--- src/bsgu_sqrt_cell.sv ---
`timescale 1ns / 1ps
module bsgu_sqrt_cell #(
    parameter int SW = 50,
    parameter int QW = 26,
    parameter int BIT = 0
) (
    input  logic          aclk,
    input  logic          en,
    input  logic [SW-1:0] v_in,
    input  logic [QW-1:0] q_in,
    output logic [SW-1:0] v_out,
    output logic [QW-1:0] q_out
);
    logic [QW-1:0] c;
    logic [2*QW-1:0] cc;
    always_comb begin
        c = q_in | (QW'(1) << BIT);
        cc = (2*QW)'(c) * (2*QW)'(c);
    end
    always_ff @(posedge aclk) begin
        if (en) begin
            v_out <= v_in;
            q_out <= ((2*QW+SW)'(cc) <= (2*QW+SW)'(v_in)) ? c : q_in;
        end
    end
endmodule

--- config.mk ---
export PLATFORM = sky130hd
export DESIGN_NAME = bsgu_sqrt_cell
export DESIGN_NICKNAME = d
export VERILOG_FILES = /design/src/bsgu_sqrt_cell.sv
export SDC_FILE = /design/constraint.sdc
export NUM_CORES = 1
export LEC_CHECK = 0
export ABC_AREA = 1
export BUFFER_PORTS_ARGS = -buffer_cell sky130_fd_sc_hd__clkbuf_2
export CORE_ASPECT_RATIO = 0.75
export CORE_MARGIN = 2
export CORE_UTILIZATION = 54
export CTS_CLUSTER_SIZE = 25
export DETAILED_ROUTE_END_ITERATION = 8
export HOLD_SLACK_MARGIN = 0.02
export PLACE_DENSITY = 0.72
export SYNTH_ARGS = -nofsm -noshare
export SYNTH_HDL_FRONTEND = slang
export SYNTH_SLANG_ARGS = --single-unit
--- constraint.sdc ---
create_clock -name aclk -period 10.1 [get_ports aclk]
set_input_delay 1.515 -clock aclk [delete_from_list [all_inputs] [get_ports aclk]]
set_output_delay 1.515 -clock aclk [all_outputs]
set_load 0.05 [all_outputs]
# Word-level counts from Yosys, hierarchy flattened
# Cells that the tools add are included.
dict set report word_totals {
  ram_bits 0
  mem_bits_ro 0
  latchBits 0
  elab_cells 5
  output_inout_bits 76
  memories 0
  register_bits 76
}
dict set report classes {
  addsub 0
  magnitude_cmp 1
  multipliers 1
  bitwise_logic 0
  n_div 0
  eq_ne 0
  n_mux 0
  shifts 0
  reduce_logical 0
}
# operator count
set op_table {}
lappend op_table {{52-bit by 50-bit <= comparator with 1-bit output} 1}
lappend op_table {{26-bit by 26-bit multiplier with 52-bit output} 1}

# Logic depth before layout (Yosys ltp)
dict set report logic_depth {
  depth_word 2
  depth_mapped 41
  ltp_nobuf 39
}

# Worst setup path after synthesis
# OpenSTA, ideal clock, no wires.
dict set report synth_path {
  path_kind {input -> register}
  start {input port q_in[14]}
  end {register q_out[0], data pin}
  required_time_ns 9.970
  path_slack_ns 1.436
  setup_ns 0.130
  arrival_time_ns 8.534
  path_buffers 2
  stages 37
  path_cell_list {clkbuf_1 clkbuf_1 nand2_1 fa_1 inv_1 fa_1 inv_1 fa_1 fa_1 fa_1 inv_1 fa_1 inv_1 fa_1 inv_1 ha_1 a21oi_1 nand2_1 a21oi_1 nand2_2 nand2_1 nand3_2 nand2_1 nand2_2 a21oi_2 xnor2_1 ha_1 nand2_1 nor2_1 nand4_1 nor4_1 nand2_1 nor4_1 nand4_1 nand2_1 inv_1 nand2_1}
}
dict set report synth_via {
  elab_chain_len 2
}
# item line_no
set synth_rtl {}
lappend synth_rtl {{from (decl)} 10} ;# input logic [QW-1:0] q_in,
lappend synth_rtl {{26-bit by 26-bit multiplier with 52-bit output} 18} ;# cc = (2*QW)'(c) * (2*QW)'(c);
lappend synth_rtl {{52-bit by 50-bit <= comparator with 1-bit output} 23} ;# q_out <= ((2*QW+SW)'(cc) <= (2*QW+SW)'(v_in)) ? c : q_in;
lappend synth_rtl {{to (signal assigned)} 23}
lappend synth_rtl {{to (decl)} 12} ;# output logic [QW-1:0] q_out
# Every way passes these cells.
# A chain may end at the register's enable or synchronous reset.

# Worst setup path after layout
dict set report layout_path {
  start {input port q_in[2]}
  end {register q_out[0], data pin}
}
# Same word-level chain as after synthesis.

==> impl_metrics.env <==
export IMPL_grt_max_degree=77
export IMPL_first_global_vias=18649
export IMPL_path_class="in2reg"
export IMPL_crit_path_max_incr_delay_ns=0.55
export IMPL_fmax_ghz=0.1061
export IMPL_status="finished clean"
export IMPL_critical_path_slowest_cell="fa_1"
export IMPL_drt_iter0_drc=1207
export IMPL_core_sq_mm=0.04319
export IMPL_cap_violations=0
export IMPL_drcViolationCount=0
export IMPL_ant_nets=0
export IMPL_slew_headroom=0.2934
export IMPL_die_w_microns=244.9
export IMPL_wire_per_inst_microns=17.35
export IMPL_synth_seq_area_share=0.09706
export IMPL_syn_nets=3554
export IMPL_synth_area_sq_mm=0.02351
export IMPL_h_tree_depth=3
export IMPL_drt_total_wl_microns=59450
export IMPL_die_h_microns=184.7
export IMPL_cts_tree="yes"
export IMPL_worstSetupStartpointType="primary input"
export IMPL_crit_fanout=23
export IMPL_die_area_sq_mm=0.04524
export IMPL_drive_above_1_share=0.08919
export IMPL_dp_hpwl_microns=50840
export IMPL_multi_input_area_sq_mm=0.01741
export IMPL_tns_ns=0
export IMPL_path_buf_inv=8
export IMPL_root_buffer="clkbuf_16"
export IMPL_grt_usage=0.2828
export IMPL_critPathCaptureType="flip-flop"
export IMPL_cts_buffer_depth=2
export IMPL_final_cell_mix="inv_1, nand2_1, fa_1"
export IMPL_synth_cell_types=42
export IMPL_arrival_ns=9.69
export IMPL_setup_viol=0
export IMPL_area_growth_syn_to_layout_pct=7.285
export IMPL_ios=154
export IMPL_cts_setup_buffers=0
export IMPL_path_delay_family="adder cells"
export IMPL_min_period_ns=9.426
export IMPL_crit_required_ns=10.36
export IMPL_worst_slew_pin_slew_ns=1.060
export IMPL_dr_pass1_iters=5
export IMPL_synth_area_per_cell_sq_um=8.635
export IMPL_cts_buffers_inserted=9
export IMPL_hold_buffers=0
export IMPL_syn_inst=2723
export IMPL_grt_overflow=0
export IMPL_post_cts_resized=0
export IMPL_rsz0062_at_grt="no"
export IMPL_cts_sinks=76
export IMPL_grt_pass1_wl_microns=97870
export IMPL_port_buffers=153
export IMPL_place_congestion=0.9326
export IMPL_ys_ff_latch=76
export IMPL_mostFrequentLayoutCell="inv_1"
export IMPL_cp_common_cell="fa_1"
export IMPL_clkTransAtPathRegs_ns=0.07
export IMPL_antenna_found_initial=0
export IMPL_finalHoldViolations=0
export IMPL_yosysWarnings=0
export IMPL_finalNetCount=3674
export IMPL_num_rows=66
export IMPL_vias=17212
export IMPL_final_max_slew_viol_count=0
export IMPL_hp_class="in2reg"
export IMPL_nFillCells=3877
export IMPL_antenna_cells=0
export IMPL_vias_per_cell=5.024
export IMPL_start_util=0.5444
export IMPL_layout_area_seq_sq_mm=0.002282
export IMPL_period_share=0.9333
==> cell type report <==
class,count,area share
multi-input cells,1630,0.6902
inverters,947,0.1409
flip-flops and latches,76,0.09047
repair buffers,179,0.03819
well taps,578,0.02867
clock buffers,10,0.009077
clock inverters,6,0.002480
==> layer usage <==
layer	global-route usage	routed length (microns)	vias up
met5	0	0	-
met4	0.07293	1240	0
met3	0.05300	4308	98
met2	0.4480	27650	575
met1	0.4026	26240	8548
li1	-	-	7991
==> sequential cells by signal, summed over array words and instances (netlist names) <==
register / flops
v_out: 50
q_out: 26
==> through the flow <==
stage	hold WS (ns)	instances	util	area (sq um)	worst slack [ns]
global route	1.313	3426	0.5841	25230	0.2274
global placement	1.709	3410	0.5773	24930	0.4113
finish	1.315	3426	0.5841	25230	0.6738
floorplan	1.614	2723	-	23510	1.436
CTS	1.296	3426	0.5841	25230	0.7559
detailed placement	1.708	3410	0.5773	24930	0.3700
==> Yosys cell counts (all sizes together) <==
master,number,area share
buf,2,0.00043
fa,513,0.44
nor4b,1,0.00037
xor2,39,0.015
o21ai,27,0.0061
a31o,3,0.0011
o21bai,11,0.0037
o211ai,1,0.00032
a31oi,5,0.0013
a21oi,78,0.018
ha,240,0.13
edfxtp,76,0.097
nand2,527,0.086
a211oi,3,0.00096
o2111ai,3,0.0011
inv,947,0.15
xnor2,22,0.0082
a311oi,1,0.00037
and2,1,0.00037
or2,3,0.00080
nand3,28,0.0066
o221ai,1,0.00037
nor3,10,0.0023
a21o,4,0.0013
nand3b,2,0.00064
nand4,11,0.0029
nor4,6,0.0019
clkbuf,68,0.011
nor2,90,0.017
==> worst paths after layout <==
path	cells after the start	from	to	slack, ns
worst max-delay path	35	q_in[2]	q_out[0]$_SDFFCE_PP1P_	0.67
worst min-delay path	1	v_in[1]	v_out[1]$_DFFE_PP_	1.31
==> logic make-up (layout without fill, tap and decap cells) <==
kind of cell	count (synthesis)	in the layout	synth area share
flip-flops	76	76	0.09706
XOR/XNOR	61	61	0.02272
AND/OR/NAND/NOR	679	679	0.1185
adder cells (fa/ha/maj)	753	753	0.5645
buffers and inverters	1017	1142	0.1625
AO/OA/AOI/OAI	137	137	0.03480
Power is not shown: default switching activity piles up to over one toggle a cycle in this logic, so the estimate is an artifact.
