<file path="src/bsgu_div_cell.sv">
`timescale 1ns / 1ps
module bsgu_div_cell #(
    parameter int NW = 52,
    parameter int DW = 28
) (
    input  logic          aclk,
    input  logic          en,
    input  logic [NW-1:0] n_in,
    input  logic [DW-1:0] d,
    input  logic [DW:0]   rem_in,
    input  logic [NW-1:0] q_in,
    output logic [NW-1:0] n_out,
    output logic [DW:0]   rem_out,
    output logic [NW-1:0] q_out
);
    logic [DW+1:0] r;
    always_comb r = {rem_in, n_in[NW-1]};
    always_ff @(posedge aclk) begin
        if (en) begin
            n_out <= n_in << 1;
            if (d != '0 && r >= (DW+2)'(d)) begin
                rem_out <= (DW+1)'(r - (DW+2)'(d));
                q_out <= {q_in[NW-2:0], 1'b1};
            end else begin
                rem_out <= (DW+1)'(r);
                q_out <= {q_in[NW-2:0], 1'b0};
            end
        end
    end
endmodule

</file>
<file path="config.mk">
export PLATFORM = sky130hd
export DESIGN_NAME = bsgu_div_cell
export DESIGN_NICKNAME = d
export VERILOG_FILES = /design/src/bsgu_div_cell.sv
export SDC_FILE = /design/constraint.sdc
export NUM_CORES = 1
export LEC_CHECK = 0
export BUFFER_PORTS_ARGS = -buffer_cell sky130_fd_sc_hd__buf_4
export CAP_MARGIN = 5
export CORE_UTILIZATION = 45
export DETAILED_ROUTE_END_ITERATION = 12
export PLACE_DENSITY_LB_ADDON = 0.3
export SLEW_MARGIN = 25
export SYNTH_ARGS = -nofsm -noshare
export SYNTH_HDL_FRONTEND = slang
export SYNTH_SLANG_ARGS = --single-unit
</file>
<file path="constraint.sdc">
create_clock -name aclk -period 5.2 [get_ports aclk]
set_input_delay 1.3 -clock aclk [delete_from_list [all_inputs] [get_ports aclk]]
set_output_delay 1.3 -clock aclk [all_outputs]
set_load 0.005 [all_outputs]
</file>
# Yosys cells after proc, flatten, opt, wreduce, memory -nomap -nowiden

Cells that the tools add are included.

Input port bits: 163
Bits in registers: 132
Logic and storage cells: 9

Mux-type cells: 2
Magnitude comparators: 1
Add/subtract/negate cells: 1
Reduce and logical (&&, ||, !) cells: 2

Operators by type and width:

| operator            | count |
|---|---|
| $ge A30 B28 Y1      | 1 |
| $mux W29            | 1 |
| $sub A29 B28 Y29    | 1 |
| $reduce_bool A28 Y1 | 1 |
| $logic_and A1 B1 Y1 | 1 |
| $mux W1             | 1 |

# Logic depth before layout (Yosys ltp)

Gate-level depths: netlist of the first run.

Depth after elaboration: 3
Depth in mapped cells: 12

# Worst setup path before layout of the first run

No wires, ideal clock.

Path kind: input -> register
Start: input port n_in[51]
End: register rem_out[10], data pin
Stages: 11
Arrival: 3.732 ns
Path buffers: 1
Library setup time: 0.260 ns
Path slack: 1.207 ns
Path through: inv_1 > ha_1 > fa_1 > and2b_1 > o2111ai_2 > a311o_1 > a21oi_4 > o2111ai_4 > a21oi_4 > buf_12 > mux2_4

Cells in the longest elaborated chain, start to end: 3

Ends and longest elaborated chain:

| what                 | RTL line | source |
|---|---|---|
| from (decl)          | 8        | `input logic [NW-1:0] n_in,` |
| $ge A30 B28 Y1       | 21       | `if (d != '0 && r >= (DW+2)'(d)) begin` |
| $logic_and A1 B1 Y1  | 21       |  |
| $mux W29 *           | 21       |  |
| to (signal assigned) | 22       | `rem_out <= (DW+1)'(r - (DW+2)'(d));` |
| to (signal assigned) | 25       | `rem_out <= (DW+1)'(r);` |
| to (decl)            | 13       | `output logic [DW:0] rem_out,` |

Every way passes the cells marked *; elsewhere a longest branch is shown, timed or not.
A chain may end at the register's enable or synchronous reset.

# Worst setup path in the final report of the first run

Start: input port n_in[51]
End: register rem_out[28], data pin

Same word-level chain as after synthesis.

==> metrics.md, run 1 <==
| Metric | Value |
|---|---|
| Run status | complete, no violations |
| Clock H-tree levels | 4 |
| Share of flip-flops with an asynchronous set or reset after synthesis | 0% |
| Number of gates resized after cts | 0 |
| Longest Clk Path Bufs | 2 |
| Arrival @ worst endpoint | 4070 ps |
| Antenna violations before repair | 0 |
| Minimum clock period after layout | 3910 ps |
| Number of DRC violations after detailed-routing iteration 0 | 205 |
| Routed Wire Length | 17.7 mm |
| Count of state elements after synthesis | 132 |
| Setup repair after global routing missed its margin | no |
| Top-area cell type share of the netlist area | 63.5% |
| Length of the first detailed-routing pass in iterations | 4 |
| Area delta synth->final | 47.0% |
| Number of maximum-capacitance violations | 0 |
| Effective utilization at floorplan | 46.6% |
| Num rows | 42 |
| First-pass GRT wire length | 26.7 mm |
| Static Leakage | 0.00412 uW |
| Post-synth net total | 630 |
| Mapped Cells | 438 |
| Detailed-route DRC error count | 0 |
| Total standard cell area after synthesis | 0.00624 sq mm |
| Portion of the post-synthesis area used by sequential elements | 63.5% |
| Vias in the first global route | 4,894 |
| Most area-hungry cell type in the Yosys netlist | edfxtp_1 |
| WL met2 | 9.56 mm |
| Total routing usage reported by global routing | 25.1% |
| Yosys warns | 0 |
| TritonCTS Buffers | 17 |
| X dimension of the die | 120 microns |
| Clock tree from TritonCTS | done |
| Commonest cells after routing, fill and taps aside | 298 x buf_4, 132 x edfxtp_1, 36 x inv_1 |
| Clock-pin slew on the worst setup and hold paths | 60 ps |
| Highest metal layer with signal wires | met4 |
| Worst setup slack after placement | 882 ps |
| Final estimated routing congestion in global placement | 0.899 |
| Fraction of the cycle the final worst path needs | 75.3% |
| Post-route worst hold slack | 1060 ps |
| I/O pin cnt | 296 |
| Flip-flop cell with the highest count after synthesis | edfxtp_1 |
| Vias after detailed routing | 4,740 |
| Min-Delay Startpoint | q_in[7] |
| Count of hold buffers inserted by post-cts repair | 0 |
| Slew at the pin with the worst max-slew slack | 592 ps |
| Share of layout cells above drive strength 1 | 47.8% |
| Most frequent standard cell in the layout excluding fill and tap cells | buf_4 |
| Worst Setup Start Kind | input pin |
| Required arrival time at the worst endpoint | 5360 ps |
| Detailed Place HPWL | 13.8 mm |
| Sink Count | 132 |
| Avg WL per Cell | 19.0 microns |
| Number of antenna-violating nets in the routed design | 0 |
| Number of flops mapped to enable cells by yosys | 132 |
| Final Cell Area | 0.00917 sq mm |
| Total global routing overflow | 0 |
| Standard cell core area | 0.0134 sq mm |
| Vias/cell | 5.10 |
| Maximum ir drop on the vdd rail | 0.000215 V |
| Power Dens Cells | 340 mW/mm^2 |
| Root buffer selected by CTS | clkbuf_16 |
| Post-route worst setup slack | 1290 ps |
| Synth unique cells | 55 |
| Routed wire length on met3 | 1.20 mm |
| Net count reported at finish | 932 |
| Post-route met1 wirelength | 6.48 mm |
| Type of the setup path with the least slack | input pin to flip-flop |
| DIE HEIGHT | 120 microns |
| Port-buffer cells | 293 |
| Fmax achieved | 256 MHz |
| Top fanout value on the critical path | 3 |
| Cell types occupying the most area after synthesis | edfxtp_1 64%, ha_1 5.6%, mux2_4 5.5% |
| Number of diodes | 0 |
| Setup_tns | 0 ps |
| Final number of setup-violating endpoints | 0 |
| Tightest slew margin relative to the limit | 60.6% |
| Maximum number of pins on one net before global-route repair | 47 |
| Average cell area after synthesis | 14.2 sq um |
| Die Footprint | 0.0143 sq mm |
| Hold violation total from the final report | 0 |
| Total count of max-transition violations in the final report | 0 |
| Crit. End Element | flip-flop |
| Utilization after layout | 68.4% |
| Total cell area at the placement stage | 0.00858 sq mm |
| Post-CTS Repair Setup Buffers | 0 |
| Path class of the lowest-slack min-delay path | input pin to flip-flop |
| First element of the critical path | n_in[51] |
## critical path: stages
cell and delay (ps):
buf_4 80, inv_1 40, ha_1 220, fa_1 410, and2b_1 240, o2111ai_2 140, a311o_1 450, a211oi_1 420
nor2_1 130, a21oi_2 200, a31oi_1 110, mux2_1 320
## stage by stage
stage          power, uW  std cells
2_1_floorplan       1620        438
3_3_place_gp        1940        897
3_5_place_dp        1950        897
4_1_cts             3140        929
5_1_grt             3240        929
6_report            3120        929
## routing by layer
layer  GRT usage, %  up-vias
met5              0        -
met2           46.4      206
met1           27.1     2248
met3           6.42       26
met4           10.1        0
li1               -     2260
## cell families (layout without fill, tap and decap cells)
logic type      count (synthesis)  in the layout  synth area share [%]
fa+ha+maj                      29             29                  5.93
simple gates                   89             89                  7.36
mux                            27             27                  6.19
other cells                     1              1                0.0601
flops                         132            132                  63.5
buf+inv                        51            366                  4.01
xor+xnor                       25             25                  3.51
compound gates                 84             84                  9.42
## flip-flops by register name (all words and copies together), names as in the netlist
register,cells
n_out,51
q_out,52
rem_out,29
## synthesized netlist by cell type (all sizes together), types with 2 or more instances
library cell and number:
nand4 10, and3 3, nor3 3, clkbuf 4
nor4 9, or3 2, buf 11, xor2 9
nor2 19, a31oi 6, xnor2 16, nand2 25
mux2 24, o21a 6, a211o 2, mux2i 3
edfxtp 132, a21oi 28, o21ai 14, ha 28
inv 36, o2111ai 2, or2 2, or4 3
nand3 7, a211oi 4, nor2b 3, o21bai 3
a21o 10
## power breakdown
| part | internal [uW] | switching (uW) | total, uW |
|---|---|---|---|
| Clock | 748 | 442 | 1190 |
| Sequential | 1300 | 30.2 | 1330 |
| Combinational | 341 | 263 | 604 |
| Total | 2390 | 735 | 3120 |
## area by class of cell
class                      instances  area, sq um
tap                              176          220
timing repair buffer             298         2240
fill                             963         4230
multi-input combinational        255         2030
clock buffer                      17          425
inverter                          36          135
sequential                       132         3960
clock inverter                    15          163
## path summary, 6_finish.rpt
check                          endpoint  depth (start not counted)
setup / recovery  rem_out[28]$_DFFE_PP_                         12
hold / removal       q_out[8]$_DFFE_PP_                          1
Power figures use the tool's default switching activity.
==> run 2: changes to the inputs <==
==> constraint.sdc (replaced) <==
create_clock -name aclk -period 3.64 [get_ports aclk]
set_input_delay 0.91 -clock aclk [delete_from_list [all_inputs] [get_ports aclk]]
set_output_delay 0.91 -clock aclk [all_outputs]
set_load 0.005 [all_outputs]
==> run 2 against run 1 <==
Effect of this change:
- critical path depth did not move
- critical endpoint unchanged
- sequential share of layout area fell by 0.80 points
- final cell count rose by 2.3%
- sequential cell count did not move
- global-route usage fell by 0.29 points
- wire length rose by 0.23%
- worst hold slack got worse by 400 ps
==> metrics.md, run 2 (synthesized netlist as in run 1, its figures left out) <==
| Metric | Value |
|---|---|
| Avg WL per Cell | 18.6 microns |
| Fmax achieved | 291 MHz |
| Count of hold buffers inserted by post-cts repair | 0 |
| Most frequent standard cell in the layout excluding fill and tap cells | buf_4 |
| Total global routing overflow | 0 |
| Tightest slew margin relative to the limit | 58.2% |
| Setup repair after global routing missed its margin | no |
| Largest registers in the final layout | q_out (52), n_out (51), rem_out (29) |
| Worst setup slack after placement | -217 ps |
| X dimension of the die | 120 microns |
| Vias after detailed routing | 4,831 |
| Final number of setup-violating endpoints | 0 |
| Longest Clk Path Bufs | 2 |
| Proportion of power drawn by the clock network | 37.0% |
| Number of maximum-capacitance violations | 0 |
| Flip-flop count of the largest register after layout | 52 |
| Routed Wire Length | 17.7 mm |
| Port-buffer cells | 293 |
| Clock-pin slew on the worst setup and hold paths | 60 ps |
| Sink Count | 132 |
| Vias in the first global route | 4,831 |
| Detailed-route DRC error count | 0 |
| Area delta synth->final | 49.7% |
| Post-route worst setup slack | 206 ps |
| TritonCTS Buffers | 17 |
| Antenna violations before repair | 0 |
| Net count reported at finish | 953 |
| Commonest cells after routing, fill and taps aside | 316 x buf_4, 132 x edfxtp_1, 36 x inv_1 |
| Clock H-tree levels | 4 |
| Power Dens Cells | 475 mW/mm^2 |
| Num rows | 42 |
| Total routing usage reported by global routing | 24.8% |
| Crit. End Element | flip-flop |
| Path class of the lowest-slack min-delay path | input pin to flip-flop |
| Fraction of the cycle the final worst path needs | 94.3% |
| I/O pin cnt | 296 |
| Share of layout cells above drive strength 1 | 49.1% |
| DIE HEIGHT | 120 microns |
| Logic gate share of total power | 20.2% |
| Type of the setup path with the least slack | input pin to flip-flop |
| Ordered cell list for the critical path | buf_4 -> inv_1 -> ha_1 -> fa_1 -> and2b_1 -> o2111ai_2 -> a311o_1 -> a211oi_1 -> nor2_1 -> a21oi_2 -> a31oi_1 -> mux2_1 |
| Effective utilization at floorplan | 46.6% |
| Standard cell core area | 0.0134 sq mm |
| Slew at the pin with the worst max-slew slack | 627 ps |
| First-pass GRT wire length | 26.2 mm |
| Minimum clock period after layout | 3430 ps |
| Number of gates resized after cts | 0 |
| Required arrival time at the worst endpoint | 3820 ps |
| Detailed Place HPWL | 14.1 mm |
| Arrival @ worst endpoint | 3610 ps |
| Worst Setup Start Kind | input pin |
| Top fanout value on the critical path | 3 |
| Static Leakage | 0.00422 uW |
| Post-CTS Repair Setup Buffers | 0 |
| Number of antenna-violating nets in the routed design | 0 |
| Vias/cell | 5.09 |
| Post-route worst hold slack | 661 ps |
| Length of the first detailed-routing pass in iterations | 4 |
| Die Footprint | 0.0143 sq mm |
| Maximum ir drop on the vdd rail | 0.000262 V |
| Final estimated routing congestion in global placement | 0.868 |
| Cell family with most CP delay | compound AO/OA/AOI/OAI gates |
| Seq pwr share | 42.8% |
| Buf/Inv on CP | 2 |
| Number of diodes | 0 |
| Hold violation total from the final report | 0 |
| Run status | complete, no violations |
| Total count of max-transition violations in the final report | 0 |
| Switching part of the total power | 24.0% |
| Maximum number of pins on one net before global-route repair | 64 |
| Number of DRC violations after detailed-routing iteration 0 | 260 |
| Slowest library cell on the worst path | a311o_1 |
| Clock tree from TritonCTS | done |
| Switching power total | 1070 uW |
| Register with the highest flop count | q_out |
| Biggest cell delay along the critical path | 440 ps |
| Root buffer selected by CTS | clkbuf_16 |
| Internal power summed over all cells | 3370 uW |
run 2: through the flow:
stage	area [sq um]	util, %	setup TNS, ps	std cells	total power, uW
floorplan	6240	-	0	438	2310
global placement	8780	65.5	-3320	918	2800
detailed placement	8780	65.5	-4300	918	2830
CTS	9340	69.7	0	950	4470
global route	9340	69.7	0	950	4590
finish	9340	69.7	0	950	4440
run 2: path summary, 6_finish.rpt:
| kind | startpoint | to | cells past startpoint |
|---|---|---|---|
| hold / removal | q_in[34] | q_out[35]$_DFFE_PP_ | 1 |
| setup / recovery | n_in[51] | rem_out[28]$_DFFE_PP_ | 12 |
run 2: cell type report:
type	instances	area, sq um
fillers	954	4060
flip-flops and latches	132	3960
repair buffers	319	2430
multi-input cells	255	2030
clock buffers	18	429
well taps	176	220
clock inverters	14	136
inverters	36	135
run 2: metal layers:
layer / part of all wire, % / GRT usage [%] / up-vias
met5: 0 / 0 / -
met3: 6.6 / 6.80 / 37
met4: 3.0 / 10.7 / 0
met1: 36 / 26.3 / 2294
li1: - / - / 2296
met2: 54 / 45.8 / 204
run 2: power by group through the flow:
stage / clock [uW] / combinational, uW / sequential, uW
global route: 1720 / 963 / 1910
finish: 1640 / 897 / 1900
global placement: 0 / 878 / 1920
floorplan: 0 / 367 / 1940
CTS: 1660 / 902 / 1900
detailed placement: 0 / 897 / 1930
